**config.mk**
```make
export PLATFORM = sky130hd
export DESIGN_NAME = line_rasterizer_dda
export DESIGN_NICKNAME = d
export VERILOG_FILES = /design/src/rtl/lrd_pkg.sv /design/src/rtl/line_rasterizer_dda.sv
export SDC_FILE = /design/constraint.sdc
export NUM_CORES = 1
export LEC_CHECK = 0
export BUFFER_PORTS_ARGS = -buffer_cell sky130_fd_sc_hd__buf_2
export CAP_MARGIN = 20
export CORE_MARGIN = 2
export CORE_UTILIZATION = 48
export DETAILED_ROUTE_END_ITERATION = 16
export GPL_TIMING_DRIVEN = 0
export PLACE_DENSITY = 0.66
export REMOVE_ABC_BUFFERS = 1
export SETUP_SLACK_MARGIN = 0.15
export SLEW_MARGIN = 20
export SYNTH_ARGS = -nofsm -noshare
export SYNTH_HDL_FRONTEND = slang
export SYNTH_SLANG_ARGS = --single-unit
```
**constraint.sdc**
```tcl
create_clock -name clk_i -period 7.2 [get_ports clk_i]
set_input_delay 1.44 -clock clk_i [delete_from_list [all_inputs] [get_ports clk_i]]
set_output_delay 1.44 -clock clk_i [all_outputs]
set_load 0.01 [all_outputs]
```
**src/rtl/lrd_pkg.sv**
```systemverilog
// shared widths and payload types for the line rasterizer
package lrd_pkg;

  localparam int unsigned CoordBits = 9;
  localparam int unsigned WalkBits  = CoordBits + 1;
  localparam int unsigned LimitBits = 9;
  localparam int unsigned ColorBits = 16;
  localparam int unsigned CfgIdxBits  = 2;
  localparam int unsigned CfgDataBits = 16;

  localparam logic [LimitBits-1:0] WidthLimitReset  = LimitBits'(240);
  localparam logic [LimitBits-1:0] HeightLimitReset = LimitBits'(240);
  localparam logic [ColorBits-1:0] ColorReset       = '0;

  // configuration register indexes
  localparam logic [CfgIdxBits-1:0] CfgWidthLimit  = 2'd0;
  localparam logic [CfgIdxBits-1:0] CfgHeightLimit = 2'd1;
  localparam logic [CfgIdxBits-1:0] CfgDrawColor   = 2'd2;

  // request opcodes
  localparam logic OpStart = 1'b0;
  localparam logic OpStep  = 1'b1;

  // walk direction codes
  localparam logic [1:0] DirNone  = 2'd0;
  localparam logic [1:0] DirPlus  = 2'd1;
  localparam logic [1:0] DirMinus = 2'd3;

  typedef struct packed {
    logic                 op;
    logic [CoordBits-1:0] x_start;
    logic [CoordBits-1:0] y_start;
    logic [CoordBits-1:0] x_end;
    logic [CoordBits-1:0] y_end;
  } lrd_in_t;

  typedef struct packed {
    logic                 point_valid;
    logic [WalkBits-1:0]  point_x;
    logic [WalkBits-1:0]  point_y;
    logic [ColorBits-1:0] point_color;
    logic                 last_point;
    logic                 rejected;
  } lrd_out_t;

endpackage

```
**src/rtl/line_rasterizer_dda.sv**
```systemverilog
// line rasterizer top level: start/step command decode, dda walk and result buffer
//
//  channel  direction  handshake        payload
//  in       input      valid / stall    lrd_in_t  (op, endpoints)
//  out      output     valid / stall    lrd_out_t (point or reject flag)
//  cfg      input      valid / ready    index, data (limits, color)
//
// one request per cycle while in_stall_o is low: a step is one add and compare per
// axis on the walk registers; its result is registered in the output register, or
// in the skid entry if the output stalls. a start within the limits gives no result.
// reset idles the walk and loads the default limits and color.
// a two-entry output buffer lets one more request in while the downstream stalls.
module line_rasterizer_dda
  import lrd_pkg::*;
(
  input  logic                   clk_i,
  input  logic                   rst_ni,
  input  logic                   in_valid_i,
  output logic                   in_stall_o,
  input  lrd_in_t                in_req_i,
  output logic                   out_valid_o,
  input  logic                   out_stall_i,
  output lrd_out_t               out_res_o,
  input  logic                   cfg_valid_i,
  output logic                   cfg_ready_o,
  input  logic [CfgIdxBits-1:0]  cfg_index_i,
  input  logic [CfgDataBits-1:0] cfg_data_i
);

  localparam int unsigned CmpBits = (CoordBits > LimitBits) ? CoordBits : LimitBits;

  logic [LimitBits-1:0] width_limit_q, height_limit_q;
  logic [ColorBits-1:0] draw_color_q;

  logic                 active_q, active_d;
  logic [WalkBits-1:0]  cur_x_q, cur_x_d, cur_y_q, cur_y_d;
  logic [CoordBits-1:0] abs_dx_q, abs_dx_d, abs_dy_q, abs_dy_d;
  logic [CoordBits-1:0] major_q, major_d;
  logic [WalkBits-1:0]  acc_x_q, acc_x_d, acc_y_q, acc_y_d;
  logic [1:0]           dir_x_q, dir_x_d, dir_y_q, dir_y_d;
  logic [WalkBits-1:0]  left_q, left_d;

  logic                 out_valid_q, skid_valid_q;
  lrd_out_t             out_q, skid_q;

  logic                 accept, out_take, produce;
  lrd_out_t             res;

  // start decode
  logic                 reject;
  logic [CoordBits-1:0] dx_mag, dy_mag, new_major;
  logic [1:0]           dx_dir, dy_dir;

  // step arithmetic
  logic [WalkBits:0]    sum_x, sum_y, major_ext;
  logic [WalkBits-1:0]  move_x, move_y;
  logic                 last;

  assign cfg_ready_o = 1'b1;
  assign in_stall_o  = skid_valid_q;
  assign accept      = in_valid_i & ~skid_valid_q;
  assign out_take    = out_valid_q & ~out_stall_i;
  assign out_valid_o = out_valid_q;
  assign out_res_o   = out_q;

  function automatic logic [WalkBits-1:0] axis_move(logic [WalkBits-1:0] pos,
                                                    logic [1:0] dir);
    logic [WalkBits-1:0] r;
    case (dir)
      DirPlus:  r = pos + WalkBits'(1);
      DirMinus: r = pos - WalkBits'(1);
      default:  r = pos;
    endcase
    return r;
  endfunction

  always_comb begin
    reject = (CmpBits'(in_req_i.x_start) > CmpBits'(width_limit_q))
           | (CmpBits'(in_req_i.x_end)   > CmpBits'(width_limit_q))
           | (CmpBits'(in_req_i.y_start) > CmpBits'(height_limit_q))
           | (CmpBits'(in_req_i.y_end)   > CmpBits'(height_limit_q));

    if (in_req_i.x_end > in_req_i.x_start) begin
      dx_mag = in_req_i.x_end - in_req_i.x_start;
      dx_dir = DirPlus;
    end else if (in_req_i.x_end < in_req_i.x_start) begin
      dx_mag = in_req_i.x_start - in_req_i.x_end;
      dx_dir = DirMinus;
    end else begin
      dx_mag = '0;
      dx_dir = DirNone;
    end
    if (in_req_i.y_end > in_req_i.y_start) begin
      dy_mag = in_req_i.y_end - in_req_i.y_start;
      dy_dir = DirPlus;
    end else if (in_req_i.y_end < in_req_i.y_start) begin
      dy_mag = in_req_i.y_start - in_req_i.y_end;
      dy_dir = DirMinus;
    end else begin
      dy_mag = '0;
      dy_dir = DirNone;
    end
    new_major = (dx_mag > dy_mag) ? dx_mag : dy_mag;

    // error accumulators, reduced by the major delta on overflow
    major_ext = (WalkBits + 1)'(major_q);
    sum_x     = {1'b0, acc_x_q} + (WalkBits + 1)'(abs_dx_q);
    sum_y     = {1'b0, acc_y_q} + (WalkBits + 1)'(abs_dy_q);
    move_x    = axis_move(cur_x_q, dir_x_q);
    move_y    = axis_move(cur_y_q, dir_y_q);
    last      = (left_q <= WalkBits'(1));

    active_d = active_q;
    cur_x_d  = cur_x_q;
    cur_y_d  = cur_y_q;
    abs_dx_d = abs_dx_q;
    abs_dy_d = abs_dy_q;
    major_d  = major_q;
    acc_x_d  = acc_x_q;
    acc_y_d  = acc_y_q;
    dir_x_d  = dir_x_q;
    dir_y_d  = dir_y_q;
    left_d   = left_q;
    produce  = 1'b0;
    res      = '0;

    if (accept) begin
      if (in_req_i.op == OpStart) begin
        if (reject) begin
          active_d     = 1'b0;
          left_d       = '0;
          produce      = 1'b1;
          res.rejected = 1'b1;
        end else begin
          abs_dx_d = dx_mag;
          abs_dy_d = dy_mag;
          dir_x_d  = dx_dir;
          dir_y_d  = dy_dir;
          major_d  = new_major;
          cur_x_d  = WalkBits'(in_req_i.x_start);
          cur_y_d  = WalkBits'(in_req_i.y_start);
          acc_x_d  = '0;
          acc_y_d  = '0;
          left_d   = WalkBits'(new_major) + WalkBits'(2);
          active_d = 1'b1;
        end
      end else if (active_q) begin
        produce         = 1'b1;
        res.point_valid = 1'b1;
        res.point_x     = cur_x_q;
        res.point_y     = cur_y_q;
        res.point_color = draw_color_q;
        res.last_point  = last;
        if (sum_x > major_ext) begin
          acc_x_d = WalkBits'(sum_x - major_ext);
          cur_x_d = move_x;
        end else begin
          acc_x_d = WalkBits'(sum_x);
        end
        if (sum_y > major_ext) begin
          acc_y_d = WalkBits'(sum_y - major_ext);
          cur_y_d = move_y;
        end else begin
          acc_y_d = WalkBits'(sum_y);
        end
        if (last) begin
          left_d   = '0;
          active_d = 1'b0;
        end else begin
          left_d = left_q - WalkBits'(1);
        end
      end
    end
  end

  always_ff @(posedge clk_i or negedge rst_ni) begin
    if (!rst_ni) begin
      width_limit_q  <= WidthLimitReset;
      height_limit_q <= HeightLimitReset;
      draw_color_q   <= ColorReset;
    end else if (cfg_valid_i && cfg_ready_o) begin
      unique case (cfg_index_i)
        CfgWidthLimit:  width_limit_q  <= cfg_data_i[LimitBits-1:0];
        CfgHeightLimit: height_limit_q <= cfg_data_i[LimitBits-1:0];
        CfgDrawColor:   draw_color_q   <= cfg_data_i[ColorBits-1:0];
        default: ;
      endcase
    end
  end

  always_ff @(posedge clk_i or negedge rst_ni) begin
    if (!rst_ni) begin
      active_q <= 1'b0;
      cur_x_q  <= '0;
      cur_y_q  <= '0;
      abs_dx_q <= '0;
      abs_dy_q <= '0;
      major_q  <= '0;
      acc_x_q  <= '0;
      acc_y_q  <= '0;
      dir_x_q  <= DirNone;
      dir_y_q  <= DirNone;
      left_q   <= '0;
    end else begin
      active_q <= active_d;
      cur_x_q  <= cur_x_d;
      cur_y_q  <= cur_y_d;
      abs_dx_q <= abs_dx_d;
      abs_dy_q <= abs_dy_d;
      major_q  <= major_d;
      acc_x_q  <= acc_x_d;
      acc_y_q  <= acc_y_d;
      dir_x_q  <= dir_x_d;
      dir_y_q  <= dir_y_d;
      left_q   <= left_d;
    end
  end

  // output register plus skid entry
  always_ff @(posedge clk_i or negedge rst_ni) begin
    if (!rst_ni) begin
      out_valid_q  <= 1'b0;
      skid_valid_q <= 1'b0;
    end else begin
      if (skid_valid_q) begin
        if (out_take) begin
          out_valid_q  <= 1'b1;
          skid_valid_q <= 1'b0;
        end
      end else if (produce) begin
        if (!out_valid_q || out_take) begin
          out_valid_q <= 1'b1;
        end else begin
          skid_valid_q <= 1'b1;
        end
      end else if (out_take) begin
        out_valid_q <= 1'b0;
      end
    end
  end

  always_ff @(posedge clk_i) begin
    if (skid_valid_q) begin
      if (out_take) begin
        out_q <= skid_q;
      end
    end else if (produce) begin
      if (!out_valid_q || out_take) begin
        out_q <= res;
      end else begin
        skid_q <= res;
      end
    end
  end

endmodule
```
==> reports/results.txt, run 1 <==
Sequential area share after synthesis = 39.6%
Clock Latency Late Sink = 0.45 ns
Hold Crit Depth = 1
Global-route wire length before repair = 53.7 mm
Slew @ Worst Pin = 1.03 ns
RR Endpoint = cur_y_q[1]
Final hold violation count = 0
Netlist Area Pre-Place = 0.0134 mm2
Number of global-route vias before repair = 10400
Area grow syn2layout = 12.5%
Total power = 6.29 mW
# Max-Cap Violations = 0
FF-to-FF setup slack = 2.18 ns
Asr flop ratio synth = 60.2%
Die Wd = 171 um
CTS tree = built
Largest cells by area after synthesis = dfrtp_1, edfxtp_1, ha_1
Reg-to-Reg Start = abs_dy_q[0]
DIE AREA = 0.0292 mm2
GP Congestion = 0.899
Hold Path End = major_q[7]
Antenna violations before repair = 0
Setup crit end kind = flip-flop
Post-synth EDFFs = 78
Final clock skew = 0.0232 ns
Fin util = 54.5%
Nets = 1667
F_max = 156 MHz
Pins Over Slew Limit = 0
R2R depth = 14
Critical Path AT = 6.72 ns
Synth top area share = 20.6%
Total wire length = 33.2 mm
Yosys cell types = 77
Pre-CTS setup slack = 0.221 ns
Post-synth top cells = nand2_1, ha_1, dfrtp_1
Crit share post-route = 88.8%
Via-to-Cell Ratio = 5.68
Final WS setup = 0.809 ns
P per Cell Area = 417 mW/mm2
Worst-case clock buffer depth = 2
GRT Total Usage = 23.3%
First-pass DRT Iterations = 5
Post-DP HPWL = 24.9 mm
Overflow after GRT = 0
Main flop type after synthesis = dfrtp_1
Pleak = 7.25 nW
# DRC = 0
Rel. slew slack = 30.9%
# diodes = 0
Share of post-route cells with drive strength above 1 = 14.6%
Die height = 171 um
Status = finished clean
Min-delay src = major_q[7]
CP startpoint = in_req_i[11]
Ports = 102
Critical Path RT = 7.53 ns
Area of the core = 0.0276 mm2
Most frequent cell after synthesis = nand2_1
Cells after synthesis = 1387
Synth Register Bits = 196
Average routed wire per standard cell = 17.9 um
Buffers on Ports = 100
Synthesis warning total = 0
Clock-pin slew on the worst setup and hold paths = 0.09 ns
Worst vdd ir = 0.207 mV
Hold Path Class = flip-flop to flip-flop
Root buffer cell = clkbuf_16
H-tree lvl count = 4
Mean Syn Cell Area = 9.65 um2
Post-DRT Antenna Nets = 0
DR vias = 10500
Initial Utilization = 48.5%
Tmin final = 6.39 ns
Row count = 61
CTS Buf Count = 17
Clock sink total = 196
Worst Setup Start Kind = input pin
Worst-path fanout max = 11
Final hold slack = 0.493 ns
Worst setup path category = input pin to flip-flop
RSZ-0062 raised after global routing = false
Setup violators final = 0
Largest net degree at the start of global routing = 95
Cell type with the largest total area after synthesis = dfrtp_1
Iteration-0 DRC Markers = 798
## per-layer routing
layer | global-route usage, % | share of wire [%] | up-vias
li1 | - | - | 5173
met1 | 32.1 | 47 | 5121
met2 | 39.4 | 48 | 201
met3 | 2.87 | 3.2 | 32
met4 | 4.72 | 1.1 | 0
met5 | 0 | 0 | -
## layout make-up
type                       instances  area (um2)
clock inverter                    15         235
multi-input combinational       1033        7510
tap                              378         473
clock buffer                      17         425
fill                            2499       12600
sequential                       196        5310
inverter                         106         398
timing repair buffer             109         718
## repair_timing
item | in CTS | in global routing
endpoints found under the setup margin | 0 | 2
hold buffers | 0 | 0
resized for setup | 0 | 1
setup buffers | 0 | 0
## sequential cells by signal, summed over array words and instances (netlist names)
register        cells
cur_x_q            10
acc_y_q            10
abs_dx_q            9
out_valid_o         1
active_q            1
height_limit_q      9
dir_x_q             2
acc_x_q            10
width_limit_q       9
skid_q             39
in_stall_o          1
draw_color_q       16
cur_y_q            10
dir_y_q             2
out_res_o          39
abs_dy_q            9
left_q             10
major_q             9
## metrics by stage
| step | TNS [ns] | std cells | cell area (um2) |
|---|---|---|---|
| 2_1_floorplan | 0 | 1335 | 13200 |
| 3_3_place_gp | -150.64 | 1813 | 14100 |
| 3_5_place_dp | 0 | 1822 | 14400 |
| 4_1_cts | 0 | 1854 | 15100 |
| 5_1_grt | 0 | 1854 | 15100 |
| 6_report | 0 | 1854 | 15100 |
## power by group
group | switching (mW) | internal [mW]
sequential | 0.211 | 1.53
clock | 0.529 | 0.520
combinational | 2.00 | 1.50
## critical path, cell delays in order
cell and delay, ns:
buf_2 0.14, inv_1 0.05, ha_1 0.47, nand2_1 0.10, o21bai_1 0.23, a21oi_2 0.43
or2_0 0.50, a31oi_1 0.14, o21ai_0 0.65, ha_1 0.37, and4_1 0.16, a21boi_0 0.15
o21ai_1 0.52, nor2_1 0.08, a21oi_1 0.31, ha_1 0.22, inv_1 0.10, nor4_1 0.34
xnor2_1 0.20, o21ai_0 0.10
## cell families (layout without fill, tap and decap cells)
group,count (synthesis),count (layout),share of synthesized area (%)
other cells,1,1,0.0280
buf+inv,158,247,4.68
simple gates,408,408,15.3
fa+ha+maj,144,144,14.0
compound gates,384,384,18.9
flops,196,196,39.6
xor+xnor,45,45,2.94
mux,51,51,4.50
## how the worst max path moves through the flow
stage | slack, ns | endpoint | cells after the start
after global placement | -2.86 | out_res_o[5] | 4
after detailed placement | 0.22 | left_q[5] | 20
after CTS | 0.69 | left_q[5] | 20
after floorplan | 0.90 | out_res_o[0] | 4
final | 0.81 | left_q[5] | 20
after global routing | 0.31 | left_q[5] | 20
## layout by cell type, fill, tap and decap left out, types with 23 or more instances in the layout
cell,instances
ha_1,134
edfxtp_1,78
inv_1,105
buf_2,98
and3_1,34
dfrtp_1,109
mux2_2,26
nand2_1,137
a21oi_1,66
nor2_1,65
a21o_1,76
nor2b_1,23
xnor2_1,31
nor3_1,35
o21ai_0,98
Power figures use the tool's default switching activity.
==> run 2: changes to the inputs <==
PLACE_DENSITY = 0.69   (was 0.66)
SLEW_MARGIN = 25   (was 20)
clock period = 5.17 ns   (was 7.2 ns; I/O delays follow)
==> reports/results.txt, run 2 (synthesized netlist as in run 1, its figures left out) <==
Status = finished clean
Setup violators final = 0
Antenna violations before repair = 0
Buffers on Ports = 100
Clock Latency Late Sink = 0.46 ns
H-tree lvl count = 4
CTS Buf Count = 17
Iteration-0 DRC Markers = 800
Rel. slew slack = 31.1%
# DRC = 0
Post-DRT Antenna Nets = 0
Worst-case clock buffer depth = 2
Final WS setup = 0.298 ns
Via-to-Cell Ratio = 5.75
Slew @ Worst Pin = 1.03 ns
GRT Total Usage = 23.4%
CP max-delay cell = nor4b_4
Row count = 61
Most frequent cells in the layout = nand2_1, ha_1, dfrtp_1
Root buffer cell = clkbuf_16
Pleak = 7.45 nW
RR Endpoint = cur_x_q[1]
Total wire length = 33.9 mm
F_max = 205 MHz
Fillcell total = 2442
Pre-CTS setup slack = -1.38 ns
Die Wd = 171 um
Clock-pin slew on the worst setup and hold paths = 0.09 ns
Most common cell after layout, fill and taps aside = nand2_1
Setup crit end kind = flip-flop
Critical Path RT = 5.47 ns
Nets = 1698
# hold bufs at CTS = 0
Hold Path Class = input pin to async pin
Clock sink total = 196
GP Congestion = 0.940
Critical Path AT = 5.17 ns
R2R depth = 14
Average routed wire per standard cell = 18.0 um
Die height = 171 um
Share of post-route cells with drive strength above 1 = 19.8%
Final clock skew = 0.0314 ns
DIE AREA = 0.0292 mm2
Worst vdd ir = 0.265 mV
Largest net degree at the start of global routing = 88
Post-DP HPWL = 24.8 mm
Worst-path cell chain = buf_2 -> inv_1 -> ha_4 -> a21oi_1 -> o21ai_1 -> a21o_2 -> or2_4 -> a32o_1 -> or2_2 -> ha_1 -> and3_1 -> o21ai_1 -> a21boi_4 -> o21ai_4 -> buf_4 -> nand3_1 -> o31ai_4 -> nor4b_4 -> buf_4 -> and3_1 -> o31ai_1
Overflow after GRT = 0
P per Cell Area = 576 mW/mm2
Ports = 102
Number of global-route vias before repair = 10500
Tmin final = 4.87 ns
CTS tree = built
First-pass DRT Iterations = 8
Initial Utilization = 48.5%
Crit share post-route = 94.2%
Worst Setup Start Kind = input pin
# Max-Cap Violations = 0
Critical Path Max Stage Delay = 0.40 ns
Worst setup path category = input pin to flip-flop
# diodes = 0
Area of the core = 0.0276 mm2
Final hold violation count = 0
Worst-path fanout max = 7
RSZ-0062 raised after global routing = false
FF-to-FF setup slack = 0.60 ns
Reg-to-Reg Start = abs_dx_q[0]
Area grow syn2layout = 16.6%
Global-route wire length before repair = 54.0 mm
DR vias = 10800
TNS Setup = 0 ns
Pins Over Slew Limit = 0
[run 2: area by class of cell]
type,instances,area (um2),area share [%]
Timing Repair Buffer,140,946,6.06
Multi-Input combinational cell,1033,7840,50.2
Tap cell,378,473,3.03
Sequential cell,196,5310,34.0
Clock buffer,17,425,2.72
Clock inverter,15,229,1.47
Inverter,106,398,2.55
[run 2: worst max-delay path: cells and delay by family]
kind / cells / cell delay [ns]
simple gates: 6 / 1.48
buf+inv: 4 / 0.61
fa+ha+maj: 2 / 0.56
compound gates: 9 / 1.47
[run 2: worst max-delay path by stage]
stage | startpoint | endpoint | slack [ns] | depth (start not counted)
after global placement | in_req_i[36] | out_res_o[6] | -4.27 | 4
after detailed placement | in_req_i[11] | left_q[5] | -1.38 | 19
final | in_req_i[35] | left_q[6] | 0.30 | 21
after global routing | in_req_i[6] | left_q[6] | 0.08 | 20
after CTS | in_req_i[15] | left_q[5] | 0.1 | 21
after floorplan | in_valid_i | out_res_o[0] | -0.73 | 4
[run 2: report_power, final]
part | leakage, nW | total, mW | internal [mW] | switching [mW]
Clock | 0.315 | 1.45 | 0.688 | 0.760
Sequential | 2.18 | 2.42 | 2.13 | 0.293
Combinational | 4.95 | 5.13 | 2.23 | 2.90
[run 2: stage by stage]
stage	cells	utilization, %	instance area (um2)	power, mW	hold WS (ns)
after global placement	1813	51.2	14100	7.07	0.469
final	1885	56.5	15600	9.00	0.437
after detailed placement	1821	52.1	14400	7.28	0.480
after global routing	1885	56.5	15600	9.76	0.444
after floorplan	1335	-	13200	6.07	0.449
after CTS	1861	55.0	15200	8.86	0.443
[run 2: per-layer routing]
layer,wire length (um),vias up,track usage (%)
met5,0,-,0
met4,596,0,6.26
met3,1320,46,2.96
met2,16500,265,39.3
met1,15400,5299,31.9
li1,-,5235,-
[run 2: repair_timing]
action                                  in CTS  in global routing
gates resized for setup                     23                 52
gates cloned                                 0                  0
setup buffers                                8                 24
endpoints found under the setup margin      25                 10
pin swaps                                    3                 15
==> run 3: changes to the inputs <==
PLACE_DENSITY = 0.66   (was 0.69)
RECOVER_POWER = 25   (was unset)
clock period = 4.9 ns   (was 5.17 ns; I/O delays follow)
==> reports/results.txt, run 3 (synthesized netlist as in run 1, its figures left out) <==
Status = complete, but fails checks
Failing checks = capacitance limit, slew limit
Root buffer cell = clkbuf_16
Final hold slack = 0.494 ns
FF-to-FF setup slack = 0.50 ns
Worst-path cell chain = buf_2 -> inv_1 -> ha_2 -> nand2_1 -> o21bai_2 -> a21oi_4 -> buf_4 -> buf_4 -> nor3b_1 -> o32ai_4 -> inv_1 -> ha_1 -> and4_4 -> nand4_1 -> o21a_4 -> buf_4 -> nor3_4 -> nor4b_4 -> buf_4 -> and3_1 -> o31ai_2
Overflow after GRT = 0
Worst-path fanout max = 11
# Max-Cap Violations = 1
Area of the core = 0.0276 mm2
Met3 Use GR = 2.71%
Die Wd = 171 um
Global-route wire length before repair = 55.0 mm
Pins Over Slew Limit = 70
DR vias = 10800
Setup violators final = 0
Via-to-Cell Ratio = 5.72
Min-delay src = acc_x_q[6]
# hold bufs at CTS = 0
Iteration-0 DRC Markers = 732
Clock-pin slew on the worst setup and hold paths = 0.08 ns
Tmin final = 4.69 ns
Largest net degree at the start of global routing = 71
Critical Path RT = 5.25 ns
Final clock skew = 0.0204 ns
Worst-case clock buffer depth = 2
Worst vdd ir = 0.287 mV
Initial Utilization = 48.5%
Comb pwr share = 57.4%
Average routed wire per standard cell = 18.4 um
First-pass DRT Iterations = 5
Met2 Track Usage GR = 39.7%
Switching Fraction = 43.8%
Clock Latency Late Sink = 0.45 ns
Final hold violation count = 0
Hold Path End = acc_x_q[6]
Clock power frac = 15.8%
Fin util = 57.1%
Critical path buffers and inverters = 7
Total wire length = 34.6 mm
Int Power = 5.36 mW
CTS tree = built
Hold Path Class = flip-flop to flip-flop
Rel. slew slack = -142%
Nets = 1696
RSZ-0062 raised after global routing = false
Post-route cell area = 0.0158 mm2
Final WS setup = 0.213 ns
Gr busiest metal = met2
Met1 Track Usage GR = 32.8%
Critical Path AT = 5.03 ns
Post-DP HPWL = 25.1 mm
Area grow syn2layout = 17.9%
Slew @ Worst Pin = 3.63 ns
Ports = 102
Worst setup path category = input pin to flip-flop
Hold Crit Depth = 2
Pleak = 7.46 nW
R2R depth = 14
CP max-delay cell = ha_2
Sw power = 4.18 mW
Critical Path Max Stage Delay = 0.43 ns
DIE AREA = 0.0292 mm2
F_max = 213 MHz
Most common cell after layout, fill and taps aside = nand2_1
Row count = 61
H-tree lvl count = 4
Number of global-route vias before repair = 10600
RR Endpoint = cur_y_q[1]
Crit share post-route = 95.6%
Pre-CTS setup slack = -1.65 ns
GP Congestion = 0.899
Total power = 9.54 mW
Post-DRT Antenna Nets = 0
CP dominant cell by count = buf_4
Most frequent cells in the layout = nand2_1, ha_1, dfrtp_1
Antenna violations before repair = 0
CTS Buf Count = 17
Die height = 171 um
Area after DPL = 0.0144 mm2
# DRC = 0
Clock sink total = 196
Buffers on Ports = 100
Setup crit end kind = flip-flop
GRT Total Usage = 23.7%
Sequential power share = 26.8%
P per Cell Area = 604 mW/mm2
# diodes = 0
Crit path max-delay family = compound AO/OA/AOI/OAI gates
Reg-to-Reg Start = abs_dy_q[0]
Worst Setup Start Kind = input pin
Share of post-route cells with drive strength above 1 = 21.1%
[run 3: metal layers]
layer | share of wire (%) | up-vias | wire length (um)
met2 | 49 | 251 | 16800
li1 | - | 5227 | -
met5 | 0 | - | 0
met4 | 1.7 | 0 | 597
met3 | 3.7 | 41 | 1270
met1 | 46 | 5252 | 15900
[run 3: how the worst max path moves through the flow]
stage	from	slack, ns	end	depth (start not counted)
after CTS	in_req_i[1]	0.01	left_q[5]	19
after global routing	in_req_i[11]	0.08	left_q[6]	21
after detailed placement	in_req_i[11]	-1.65	left_q[5]	20
after floorplan	in_stall_o	-0.97	out_res_o[0]	4
final	in_req_i[11]	0.21	left_q[6]	21
after global placement	in_req_i[36]	-4.70	out_res_o[5]	4
[run 3: final cells by class]
cell class | instances | area (um2)
sequential | 196 | 5310
tap | 378 | 473
timing repair buffer | 137 | 940
fill | 2414 | 11800
clock buffer | 17 | 425
inverter | 106 | 400
clock inverter | 15 | 219
multi-input combinational | 1034 | 8020
[run 3: repair_timing]
item	4_1_cts	5_1_grt
gates cloned	0	1
setup endpoints to repair	28	22
buffers inserted	11	17
gates resized for setup	52	61
pin swaps	9	19
[run 3: power by group through the flow]
stage,Sequential (mW),Clock [mW],Combinational (mW)
final,2.56,1.50,5.48
after global routing,2.62,1.59,6.12
after CTS,2.56,1.53,5.30
after detailed placement,2.59,0,5.10
after global placement,2.64,0,4.85
after floorplan,2.57,0,3.83
[run 3: worst reg2reg max path, cell delays in order (launching register included)]
cell and delay (ns):
dfrtp_1 0.40, ha_1 0.23, fa_1 0.42, a21o_1 0.19, a21oi_1 0.26, o21ai_0 0.12
a21oi_1 0.18, xnor2_1 0.13, ha_1 0.25, o41ai_1 0.56, o21ai_0 0.36, a22oi_2 0.32
nand2b_1 0.21, a21o_2 0.35, mux2_4 0.33
[run 3: metrics by stage]
stage,cells,setup TNS [ns]
final,1883,0
after floorplan,1335,-39.18
after global routing,1883,0
after global placement,1813,-450.15
after CTS,1865,0
after detailed placement,1822,-21.41
